[src/hdl/rzpw_pkg.sv]
// Shared types and constants for the radar zone proximity warner.
package rzpw_pkg;

  localparam int unsigned ZONES      = 3;
  localparam int unsigned DIST_W     = 16;
  localparam int unsigned ANGLE_W    = 11;
  localparam int unsigned LEVEL_W    = 2;
  localparam int unsigned ZONE_W     = 2;
  localparam int unsigned DEB_W      = 8;
  localparam int unsigned CFG_IDX_W  = 2;
  localparam int unsigned QDEPTH     = 2;

  localparam logic [DIST_W-1:0]         NONE_MM    = 16'hFFFF;
  localparam logic signed [ANGLE_W-1:0] LEFT_EDGE  = -11'sd200;
  localparam logic signed [ANGLE_W-1:0] RIGHT_EDGE = 11'sd200;
  localparam logic [DEB_W-1:0]          COUNT_CAP  = 8'd255;

  localparam logic [ZONE_W-1:0] ZONE_LEFT   = 2'd0;
  localparam logic [ZONE_W-1:0] ZONE_CENTRE = 2'd1;
  localparam logic [ZONE_W-1:0] ZONE_RIGHT  = 2'd2;

  localparam logic [LEVEL_W-1:0] LVL_SAFE      = 2'd0;
  localparam logic [LEVEL_W-1:0] LVL_ATTENTION = 2'd1;
  localparam logic [LEVEL_W-1:0] LVL_WARNING   = 2'd2;
  localparam logic [LEVEL_W-1:0] LVL_DANGER    = 2'd3;

  localparam logic [CFG_IDX_W-1:0] REG_ATTENTION = 2'd0;
  localparam logic [CFG_IDX_W-1:0] REG_WARNING   = 2'd1;
  localparam logic [CFG_IDX_W-1:0] REG_DANGER    = 2'd2;
  localparam logic [CFG_IDX_W-1:0] REG_DEBOUNCE  = 2'd3;

  typedef struct packed {
    logic [ZONE_W-1:0] zone;
    logic [DIST_W-1:0] mm;
    logic              hit;
    logic              last;
  } op_t;

  typedef struct packed {
    logic [DIST_W-1:0] attention;
    logic [DIST_W-1:0] warning;
    logic [DIST_W-1:0] danger;
    logic [DEB_W-1:0]  debounce;
  } cfg_t;

  typedef struct packed {
    logic [ZONES-1:0][LEVEL_W-1:0] level;
    logic [ZONES-1:0][DIST_W-1:0]  nearest;
    logic [LEVEL_W-1:0]            overall;
    logic [ZONE_W-1:0]             direction;
    logic [DIST_W-1:0]             closest;
  } res_t;

endpackage

[src/hdl/radar_zone_proximity_warner.sv]
// Top level of the radar zone proximity warner: configuration registers and block wiring.
//
// Accepts one radar item per clock cycle, sustained, as long as results are taken. The
// front end bins each target into left, centre or right and counts targets per frame; a
// two-entry queue feeds the back end, which folds each target into its zone minimum as it
// is taken. On the last item of a frame the back end maps the zone distances to levels,
// advances the debounce counters and loads the result register; the result becomes valid
// in the cycle after the back end takes the frame-end item, and the next frame's items keep
// flowing while it waits to be taken. Threshold and debounce registers are written through
// the cfg port and take effect at the next frame end.
module radar_zone_proximity_warner
  import rzpw_pkg::*;
#(
  parameter int MAX_TARGETS = 8
) (
  input  logic                      clk_i,
  input  logic                      rst_ni,
  input  logic                      cfg_we_i,
  input  logic [CFG_IDX_W-1:0]      cfg_index_i,
  input  logic [DIST_W-1:0]         cfg_data_i,
  input  logic                      in_valid_i,
  output logic                      in_ready_o,
  input  logic signed [ANGLE_W-1:0] target_angle_i,
  input  logic [DIST_W-1:0]         target_distance_i,
  input  logic                      target_valid_i,
  input  logic                      frame_last_i,
  output logic                      out_valid_o,
  input  logic                      out_ready_i,
  output logic [LEVEL_W-1:0]        left_level_o,
  output logic [LEVEL_W-1:0]        centre_level_o,
  output logic [LEVEL_W-1:0]        right_level_o,
  output logic [DIST_W-1:0]         left_nearest_mm_o,
  output logic [DIST_W-1:0]         centre_nearest_mm_o,
  output logic [DIST_W-1:0]         right_nearest_mm_o,
  output logic [LEVEL_W-1:0]        overall_level_o,
  output logic [ZONE_W-1:0]         closest_direction_o,
  output logic [DIST_W-1:0]         closest_mm_o
);

  cfg_t cfg_q;
  logic push_valid, push_ready, pop_valid, pop_ready;
  op_t  push_data, pop_data;
  res_t res;

  always_ff @(posedge clk_i or negedge rst_ni) begin
    if (!rst_ni) begin
      cfg_q.attention <= 16'd2000;
      cfg_q.warning   <= 16'd1000;
      cfg_q.danger    <= 16'd500;
      cfg_q.debounce  <= 8'd3;
    end else if (cfg_we_i) begin
      unique case (cfg_index_i)
        REG_ATTENTION: cfg_q.attention <= cfg_data_i;
        REG_WARNING:   cfg_q.warning   <= cfg_data_i;
        REG_DANGER:    cfg_q.danger    <= cfg_data_i;
        REG_DEBOUNCE:  cfg_q.debounce  <= cfg_data_i[DEB_W-1:0];
        default: ;
      endcase
    end
  end

  rzpw_front #(
    .MAX_TARGETS(MAX_TARGETS)
  ) u_front (
    .clk_i            (clk_i),
    .rst_ni           (rst_ni),
    .in_valid_i       (in_valid_i),
    .in_ready_o       (in_ready_o),
    .target_angle_i   (target_angle_i),
    .target_distance_i(target_distance_i),
    .target_valid_i   (target_valid_i),
    .frame_last_i     (frame_last_i),
    .op_valid_o       (push_valid),
    .op_ready_i       (push_ready),
    .op_o             (push_data)
  );

  rzpw_queue u_queue (
    .clk_i       (clk_i),
    .rst_ni      (rst_ni),
    .push_valid_i(push_valid),
    .push_ready_o(push_ready),
    .push_data_i (push_data),
    .pop_valid_o (pop_valid),
    .pop_ready_i (pop_ready),
    .pop_data_o  (pop_data)
  );

  rzpw_back u_back (
    .clk_i      (clk_i),
    .rst_ni     (rst_ni),
    .cfg_i      (cfg_q),
    .op_valid_i (pop_valid),
    .op_ready_o (pop_ready),
    .op_i       (pop_data),
    .out_valid_o(out_valid_o),
    .out_ready_i(out_ready_i),
    .res_o      (res)
  );

  assign left_level_o        = res.level[0];
  assign centre_level_o      = res.level[1];
  assign right_level_o       = res.level[2];
  assign left_nearest_mm_o   = res.nearest[0];
  assign centre_nearest_mm_o = res.nearest[1];
  assign right_nearest_mm_o  = res.nearest[2];
  assign overall_level_o     = res.overall;
  assign closest_direction_o = res.direction;
  assign closest_mm_o        = res.closest;

endmodule

[src/hdl/rzpw_front.sv]
// Front end: target counting, zone binning and distance saturation.
module rzpw_front
  import rzpw_pkg::*;
#(
  parameter int MAX_TARGETS = 8
) (
  input  logic                      clk_i,
  input  logic                      rst_ni,
  input  logic                      in_valid_i,
  output logic                      in_ready_o,
  input  logic signed [ANGLE_W-1:0] target_angle_i,
  input  logic [DIST_W-1:0]         target_distance_i,
  input  logic                      target_valid_i,
  input  logic                      frame_last_i,
  output logic                      op_valid_o,
  input  logic                      op_ready_i,
  output op_t                       op_o
);

  localparam int CntW = $clog2(MAX_TARGETS + 1);

  logic [CntW-1:0] cnt_q, cnt_d;
  logic            hit;
  logic            xfer;

  assign hit        = target_valid_i && (cnt_q < CntW'(MAX_TARGETS));
  assign in_ready_o = op_ready_i;
  assign op_valid_o = in_valid_i && (hit || frame_last_i);
  assign xfer       = in_valid_i && in_ready_o;

  always_comb begin
    op_o.hit  = hit;
    op_o.last = frame_last_i;
    op_o.mm   = (target_distance_i == NONE_MM) ? NONE_MM - 16'd1 : target_distance_i;
    if (target_angle_i < LEFT_EDGE) begin
      op_o.zone = ZONE_LEFT;
    end else if (target_angle_i > RIGHT_EDGE) begin
      op_o.zone = ZONE_RIGHT;
    end else begin
      op_o.zone = ZONE_CENTRE;
    end
  end

  always_comb begin
    cnt_d = cnt_q;
    if (xfer) begin
      if (frame_last_i) begin
        cnt_d = '0;
      end else if (hit) begin
        cnt_d = cnt_q + CntW'(1);
      end
    end
  end

  always_ff @(posedge clk_i or negedge rst_ni) begin
    if (!rst_ni) begin
      cnt_q <= '0;
    end else begin
      cnt_q <= cnt_d;
    end
  end

endmodule

[src/hdl/rzpw_queue.sv]
// Short queue of classified items between the front end and the back end.
module rzpw_queue
  import rzpw_pkg::*;
(
  input  logic clk_i,
  input  logic rst_ni,
  input  logic push_valid_i,
  output logic push_ready_o,
  input  op_t  push_data_i,
  output logic pop_valid_o,
  input  logic pop_ready_i,
  output op_t  pop_data_o
);

  localparam int PtrW = (QDEPTH > 1) ? $clog2(QDEPTH) : 1;
  localparam int CntW = $clog2(QDEPTH + 1);

  op_t             mem_q [QDEPTH];
  logic [PtrW-1:0] wr_q, rd_q;
  logic [CntW-1:0] cnt_q;
  logic            push, pop;

  assign push_ready_o = (cnt_q != CntW'(QDEPTH));
  assign pop_valid_o  = (cnt_q != '0);
  assign push         = push_valid_i && push_ready_o;
  assign pop          = pop_valid_o && pop_ready_i;
  assign pop_data_o   = mem_q[rd_q];

  always_ff @(posedge clk_i) begin
    if (push) begin
      mem_q[wr_q] <= push_data_i;
    end
  end

  always_ff @(posedge clk_i or negedge rst_ni) begin
    if (!rst_ni) begin
      wr_q  <= '0;
      rd_q  <= '0;
      cnt_q <= '0;
    end else begin
      if (push) begin
        wr_q <= (wr_q == PtrW'(QDEPTH - 1)) ? '0 : wr_q + PtrW'(1);
      end
      if (pop) begin
        rd_q <= (rd_q == PtrW'(QDEPTH - 1)) ? '0 : rd_q + PtrW'(1);
      end
      cnt_q <= cnt_q + CntW'(push) - CntW'(pop);
    end
  end

endmodule

[src/hdl/rzpw_back.sv]
// Back end: zone minima, frame-end level mapping, debounce and result register.
module rzpw_back
  import rzpw_pkg::*;
(
  input  logic clk_i,
  input  logic rst_ni,
  input  cfg_t cfg_i,
  input  logic op_valid_i,
  output logic op_ready_o,
  input  op_t  op_i,
  output logic out_valid_o,
  input  logic out_ready_i,
  output res_t res_o
);

  logic [ZONES-1:0][DIST_W-1:0]  min_q, min_d, merged;
  logic [ZONES-1:0][LEVEL_W-1:0] pend_q, pend_d, rep_q, rep_d, lvl;
  logic [ZONES-1:0][DEB_W-1:0]   stab_q, stab_d;
  logic                          out_valid_q;
  res_t                          res_q, res_d;
  logic                          pop, eval;
  logic [LEVEL_W-1:0]            top;
  logic [ZONE_W-1:0]             best_zone;
  logic [DIST_W-1:0]             best_mm;

  assign op_ready_o  = !op_i.last || !out_valid_q || out_ready_i;
  assign pop         = op_valid_i && op_ready_o;
  assign eval        = pop && op_i.last;
  assign out_valid_o = out_valid_q;
  assign res_o       = res_q;

  always_comb begin
    for (int z = 0; z < ZONES; z++) begin
      merged[z] = min_q[z];
      if (op_i.hit && op_i.zone == ZONE_W'(z) && op_i.mm < min_q[z]) begin
        merged[z] = op_i.mm;
      end
      if (merged[z] == NONE_MM) begin
        lvl[z] = LVL_SAFE;
      end else if (merged[z] <= cfg_i.danger) begin
        lvl[z] = LVL_DANGER;
      end else if (merged[z] <= cfg_i.warning) begin
        lvl[z] = LVL_WARNING;
      end else if (merged[z] <= cfg_i.attention) begin
        lvl[z] = LVL_ATTENTION;
      end else begin
        lvl[z] = LVL_SAFE;
      end
      pend_d[z] = pend_q[z];
      stab_d[z] = stab_q[z];
      rep_d[z]  = rep_q[z];
      if (eval) begin
        if (lvl[z] != pend_q[z]) begin
          pend_d[z] = lvl[z];
          stab_d[z] = '0;
        end else if (stab_q[z] < COUNT_CAP) begin
          stab_d[z] = stab_q[z] + DEB_W'(1);
        end
        if (stab_d[z] >= cfg_i.debounce) begin
          rep_d[z] = pend_d[z];
        end
      end
      min_d[z] = pop ? (op_i.last ? NONE_MM : merged[z]) : min_q[z];
    end
  end

  always_comb begin
    top       = LVL_SAFE;
    best_mm   = NONE_MM;
    best_zone = ZONE_CENTRE;
    for (int z = 0; z < ZONES; z++) begin
      if (rep_d[z] > top) begin
        top = rep_d[z];
      end
      if (merged[z] < best_mm) begin
        best_mm   = merged[z];
        best_zone = ZONE_W'(z);
      end
    end
    res_d.level     = rep_d;
    res_d.nearest   = merged;
    res_d.overall   = top;
    res_d.direction = best_zone;
    res_d.closest   = best_mm;
  end

  always_ff @(posedge clk_i) begin
    if (eval) begin
      res_q <= res_d;
    end
  end

  always_ff @(posedge clk_i or negedge rst_ni) begin
    if (!rst_ni) begin
      for (int z = 0; z < ZONES; z++) begin
        min_q[z]  <= NONE_MM;
        pend_q[z] <= LVL_SAFE;
        stab_q[z] <= '0;
        rep_q[z]  <= LVL_SAFE;
      end
      out_valid_q <= 1'b0;
    end else begin
      min_q  <= min_d;
      pend_q <= pend_d;
      stab_q <= stab_d;
      rep_q  <= rep_d;
      if (eval) begin
        out_valid_q <= 1'b1;
      end else if (out_ready_i) begin
        out_valid_q <= 1'b0;
      end
    end
  end

  a_min_cleared: assert property (@(posedge clk_i) disable iff (!rst_ni)
    eval |=> (min_q[0] == NONE_MM && min_q[1] == NONE_MM && min_q[2] == NONE_MM))
    else $error("zone minima not cleared after frame end");

  a_rep_only_on_eval: assert property (@(posedge clk_i) disable iff (!rst_ni)
    !eval |=> $stable(rep_q) && $stable(pend_q) && $stable(stab_q))
    else $error("debounce state changed outside frame end");

  a_no_overwrite: assert property (@(posedge clk_i) disable iff (!rst_ni)
    (out_valid_q && !out_ready_i) |-> !eval)
    else $error("pending result overwritten");

  a_overall_max: assert property (@(posedge clk_i) disable iff (!rst_ni)
    out_valid_q |-> (res_q.overall >= res_q.level[0] && res_q.overall >= res_q.level[1]
                     && res_q.overall >= res_q.level[2]))
    else $error("overall level below a zone level");

endmodule
[config.mk]
export PLATFORM = sky130hd
export DESIGN_NAME = radar_zone_proximity_warner
export DESIGN_NICKNAME = d
export VERILOG_FILES = /design/src/hdl/rzpw_pkg.sv /design/src/hdl/radar_zone_proximity_warner.sv /design/src/hdl/rzpw_front.sv /design/src/hdl/rzpw_queue.sv /design/src/hdl/rzpw_back.sv
export SDC_FILE = /design/constraint.sdc
export NUM_CORES = 1
export LEC_CHECK = 0
export BUFFER_PORTS_ARGS = -buffer_cell sky130_fd_sc_hd__buf_2
export CORE_MARGIN = 2
export CORE_UTILIZATION = 35
export CTS_CLUSTER_DIAMETER = 120
export DETAILED_ROUTE_END_ITERATION = 10
export SYNTH_ARGS = -nofsm -noshare
export SYNTH_HDL_FRONTEND = slang
export SYNTH_SLANG_ARGS = --single-unit
[constraint.sdc]
create_clock -name clk_i -period 18.3 [get_ports clk_i]
set_input_delay 3.66 -clock clk_i [delete_from_list [all_inputs] [get_ports clk_i]]
set_output_delay 3.66 -clock clk_i [all_outputs]
set_load 0.005 [all_outputs]
== After elaboration in Yosys (flattened, before gate mapping) ==
Memory sizes are Yosys's and may differ from the RTL's.
Cells that the tools add are included.

* $add $sub $neg: 8
* $lt $le $gt $ge: 27
* Eq/ne operators: 13
* Mux-type cells: 55
* Reduce and logical (&&, ||, !) cells: 27

{| class="wikitable"
|+ Operator list
! kind !! count
|-
| 16-bit two-way mux || 10
|-
| 16-bit less-or-equal comparator || 9
|-
| 16-bit < comparator || 5
|-
| 8-bit two-way mux || 9
|-
| 16-bit == test (second input constant) || 4
|-
| 2-bit two-way mux || 23
|-
| 8-bit by 1-bit adder with 8-bit output (second input constant) || 3
|-
| 8-bit greater-or-equal comparator || 3
|-
| 8-bit < comparator (second input constant) || 3
|-
| 16-bit < comparator (second input constant) || 1
|-
| 1-bit logical AND || 12
|-
| 11-bit by 9-bit greater-than comparator with 1-bit output (second input constant) || 1
|-
| 11-bit by 9-bit < comparator with 1-bit output (second input constant) || 1
|-
| 1-bit two-way mux || 11
|-
| 2-bit AND reduction || 5
|-
| 4-bit two-way mux || 2
|-
| 2-bit == test (second input constant) || 3
|-
| 2-bit inequality test || 3
|-
| 2-bit nonzero test || 3
|-
| 4-bit by 1-bit adder with 4-bit output (second input constant) || 1
|-
| 2-bit by 1-bit == test with 1-bit output (second input constant) || 2
|-
| 2-bit greater-than comparator || 2
|-
| 2-bit logical NOT || 2
|-
| 4-bit < comparator (second input constant) || 1
|-
| other kinds (7) || 11
|}

* Register bits: 223
* Bits in writable memories: 40
* Output and inout bits: 76
* Word-level logic and storage cells: 161
* Memories kept: 1

{| class="wikitable"
|+ Memories
! name !! depth !! width !! rd ports !! clocked after memory_dff !! write ports !! RTL line !! RTL
|-
| u_queue.mem_q || 2 || 20 || 1 || 0 || 1 || rzpw_queue.sv:18 || <nowiki>op_t mem_q [QDEPTH];</nowiki>
|}

== Depth between registers and ports, before layout ==
An unclocked memory read counts as a cell.

* Depth after elaboration: 22
* Gate-level depth with buffers: 43
* Depth with buffers taken out: 39

== Cells and area by module ==
Synthesis repeated with hierarchy kept, for this count alone.

* Cell total of the unflattened synthesis: 1691
* Area total of the unflattened synthesis: 17565.6 um^2

{| class="wikitable"
|+ Modules (own cells, without submodules)
! module !! instances !! cells each !! area an instance (um^2)
|-
| rzpw_back || 1 || 1434 || 13384.1
|-
| radar_zone_proximity_warner || 1 || 119 || 2133.3
|-
| rzpw_queue || 1 || 84 || 1655.3
|-
| rzpw_front || 1 || 54 || 392.9
|}

== Least setup slack after synthesis ==
OpenSTA, ideal clock, no wires.

* Path kind: register to register
* Start point: register u_queue.rd_q
* End point: register u_back.res_q (netlist bit u_back.res_o[18]) (data pin)
* Library setup time: 0.256 ns
* Arrival time: 8.724 ns
* Path slack: 9.320 ns
* Cell stages (with the launch flop): 41
* Buffers on the path: 5
* Period minus slack after synthesis: 8.980 ns
* Path through: dfrtp_1 > buf_6 > buf_6 > clkbuf_1 > mux2i_1 > inv_1 > ha_1 > a21oi_1 > nand2_1 > a2111oi_4 > o211ai_4 > clkbuf_1 > o21ai_0 > inv_1 > ha_1 > nand4_1 > or4_1 > o221a_1 > [5 not listed] > nand2b_1 > ha_1 > nand2b_1 > a21o_1 > a21oi_1 > nor2_1 > o221ai_1 > nor2_1 > a21o_1 > inv_1 > ha_1 > nand2b_1 > o21ai_0 > mux2i_1 > inv_1 > ha_1 > or4_1 > and4_1

{| class="wikitable"
|+ RTL lines
! item !! RTL line !! RTL
|-
| start: declaration || rzpw_queue.sv:19 || <nowiki>logic [PtrW-1:0] wr_q, rd_q;</nowiki>
|-
| start signal: assignment || rzpw_queue.sv:45 || <nowiki>rd_q <= (rd_q == PtrW'(QDEPTH - 1)) ? '0 : rd_q + PtrW'(1);</nowiki>
|-
| end signal: assignment || rzpw_back.sv:89 || <nowiki>res_q <= res_d;</nowiki>
|-
| end: declaration || rzpw_back.sv:20 || <nowiki>res_t res_q, res_d;</nowiki>
|}

==> results.py <==
metrics = {
    "finish": {
        "finalInstanceArea_sq_um": 19790,
        "final_nets": 2152,
        "flow.area_growth_from_synthesis_pct": 13.49,
        "final_core_util": 0.4034,
        "inserted_diodes": 0,
        "post_route_cells_drive_above_1_share": 0.1798,
    },
    "global_routing": {
        "grt.overflow.total": 0,
        "grt_first_pass_wirelength_um": 78680,
        "groute.usage.overall": 0.1995,
        "grt_antenna_before_repair": 1,
        "vias_in_the_first_global_route": 13820,
        "grt_start_max_net_pins": 84,
    },
    "cts": {
        "post_cts_hold_buffer_count": 0,
        "post_cts.resized_instances": 0,
        "clock-root-buffer": "clkbuf_16",
        "ctsHtreeMaxLevel": 1,
        "tritoncts.num_buffers": 30,
        "worst_skew_pair.late_latency_ps": 580,
        "clock_tree_from_tritoncts": "yes",
        "cts.sink_count": 263,
        "cts_setup_buffers": 0,
        "clkSlewWorstSetupHoldPaths_ps": 60,
        "ctsLongestPathBuffers": 3,
    },
    "routing": {
        "antenna_left": 0,
        "dr.pass1.iters": 5,
        "via_per_inst": 5.447,
        "routed_wirelength_um": 51410,
        "wl_per_cell_um": 20.30,
        "post-route-drc-count": 0,
        "route.vias.total": 13800,
        "drt_first_iter_violations": 971,
    },
    "floorplanning": {
        "dieArea_sq_um": 51610,
        "floorplan.initialDensity": 0.3554,
        "core_region_sq_um": 49050,
        "row_count": 81,
        "number_of_i_o_pins": 128,
        "floorplan.die.width_um": 227.2,
        "fp.dieH_um": 227.2,
    },
    "timing": {
        "hold_viol_final": 0,
        "slew_headroom": 0.2309,
        "final.setup.tns_ps": 0,
        "maxSlewViolCount": 0,
        "max_clock_freq_mhz": 95.83,
        "worst_margin_pin_slew_ps": 1154,
        "unrepaired_setup_endpoints_after_global_routing": "false",
        "finClkSkew_ps": 13.29,
        "post-route-period-util": 0.5702,
        "timing.final.setup_violations": 0,
        "fin_crit_ps": 10430,
        "setup_ws_ps": 7865,
    },
    "worst_setup_path": {
        "crit_arrival_ps": 10770,
        "rr_startpoint": "u_queue.rd_q",
        "maximum_cell_stage_delay_along_the_critical_path_ps": 950,
        "crit_path_max_fanout": 35,
        "crit_path_start": "u_queue.rd_q",
        "path_class": "register to register",
        "cpMostUsedCell": "ha_1",
        "critPathLaunchType": "register",
        "reg2reg_slack_ps": 7870,
        "rr_worst_depth": 33,
        "setup.worst_path.end_class": "register",
        "cp.required_ps": 18630,
        "critPathSlowestCell": "a311oi_2",
    },
    "logic_synthesis": {
        "yosysWarnings": 0,
        "ys_dominant_reg_cell": "edfxtp_1",
        "number_of_unique_standard_cell_types_used_by_synthesis": 82,
        "postSynthAreaPerCell_sq_um": 10.11,
        "synthTopCellsByArea": "edfxtp_1, ha_1, dfrtp_1",
        "share_of_yosys_cell_area_claimed_by_the_top_area_cell_type": 0.1964,
        "synth-edff-count": 114,
        "syn-num-nets": 2031,
        "syn_inst": 1724,
        "cell_type_with_the_largest_total_area_after_synthesis": "edfxtp_1",
        "post_synth_instance_area_sq_um": 17430,
        "yosysSeqAreaShare": 0.4151,
        "number_of_storage_elements_in_the_synthesis_netlist": 263,
        "asyncSetResetFlopFracSynth": 0.5665,
    },
    "outcome": {
        "run_status": "completed",
    },
    "place": {
        "post-dp-hpwl_um": 40490,
        "globalplace.congestion": 0.9817,
        "detailedPlace.worstSlack_ps": 7926,
        "postPlaceCellArea_sq_um": 18780,
        "port_buffers": 127,
    },
    "flow_run": {
        "drv.max_cap_violation_count": 0,
    },
    "min_path": {
        "holdCritPathClass": "register to register",
        "holdPathStages": 1,
        "worstHoldStart": "u_back.rep_q[1]",
    },
}
path summary, 6_finish.rpt:
| kind | to |
|---|---|
| worst max-delay path | u_back.res_o[18] |
| worst min-delay path | u_back.rep_q[1] |
| worst max register to register | u_back.res_o[18] |
| worst min register to register | u_back.rep_q[1] |
| max in group asynchronous | u_back.pend_q[3] |
| min in group asynchronous | cfg_q[36] |
registers in the layout (all words and copies together), names as in the netlist:
register / count
u_queue.mem_q: 40
u_back.res_o: 74
u_back.pend_q: 6
u_back.stab_q: 24
u_queue.rd_q: 1
u_queue.wr_q: 1
cfg_q: 56
u_back.out_valid_o: 1
u_queue.cnt_q: 2
u_front.cnt_q: 4
u_back.rep_q: 6
u_back.min_q: 48
cell type report:
class                   count  area (sq um)
fillers                  4829         29270
multi-input cells        1241          9333
flip-flops and latches    263          7237
well taps                 664         830.8
clock buffers              40         829.5
repair buffers            142         754.5
inverters                 167         629.4
clock inverters            16         171.4
cell usage in the layout, fill, tap and decap left out, types with 17 or more instances in the layout:
cell	instances
a21o_1	35
nand4_1	52
clkbuf_16	31
o211ai_1	20
nor2_1	141
dfstp_2	68
nor2b_1	17
mux2i_1	27
edfxtp_1	114
inv_1	163
dfrtp_1	81
nand2b_1	17
nand2_1	107
nand3_1	34
ha_1	255
o21a_1	20
a22oi_1	23
a21oi_1	159
buf_2	126
mux2_2	52
o21ai_0	71
logic make-up (layout without fill, tap and decap cells):
logic type                 count (synthesis)  count (layout)  synth area share
and+or+nand+nor                          444             444            0.1231
muxes                                     85              85           0.05426
buffers and inverters                    220             365           0.05003
adders and majority gates                255             255            0.1830
xor gates and xnor gates                  15              15          0.007536
DFF                                      263             263            0.4151
AOI/OAI and AO/OA                        442             442            0.1669
synth_stat cells (all sizes together) (34+ instances only):
cell type / n
a21o: 35
a21oi: 159
clkbuf: 40
dfrtp: 81
dfstp: 68
edfxtp: 114
ha: 255
inv: 165
mux2: 54
nand2: 107
nand3: 34
nand4: 52
nor2: 141
o21ai: 74
critical path: cells and delay by family, from the launching register on:
kind | cells | cell delay [ps]
AO/OA/AOI/OAI | 12 | 4630
adder cells (fa/ha/maj) | 5 | 1570
AND/OR/NAND/NOR | 10 | 1610
flip-flops | 1 | 470
multiplexers | 2 | 1040
buffers and inverters | 4 | 870
per-layer routing:
metal / track usage / wire (um) / vias up
met4: 0.06452 / 1675 / 0
met2: 0.3249 / 23460 / 393
met3: 0.03252 / 2952 / 94
met5: 0 / 0 / -
li1: - / - / 6592
met1: 0.2705 / 23330 / 6718
metrics by stage:
step,hold slack [ps],instances
4_1_cts,508.2,2533
5_1_grt,530.0,2533
3_3_place_gp,488.5,2477
3_5_place_dp,494.4,2477
2_1_floorplan,460.2,1724
6_report,508.1,2533
Power is left out: the tool's default activity adds up to more than one toggle a clock period on the data nets, which glitch-free logic cannot reach.
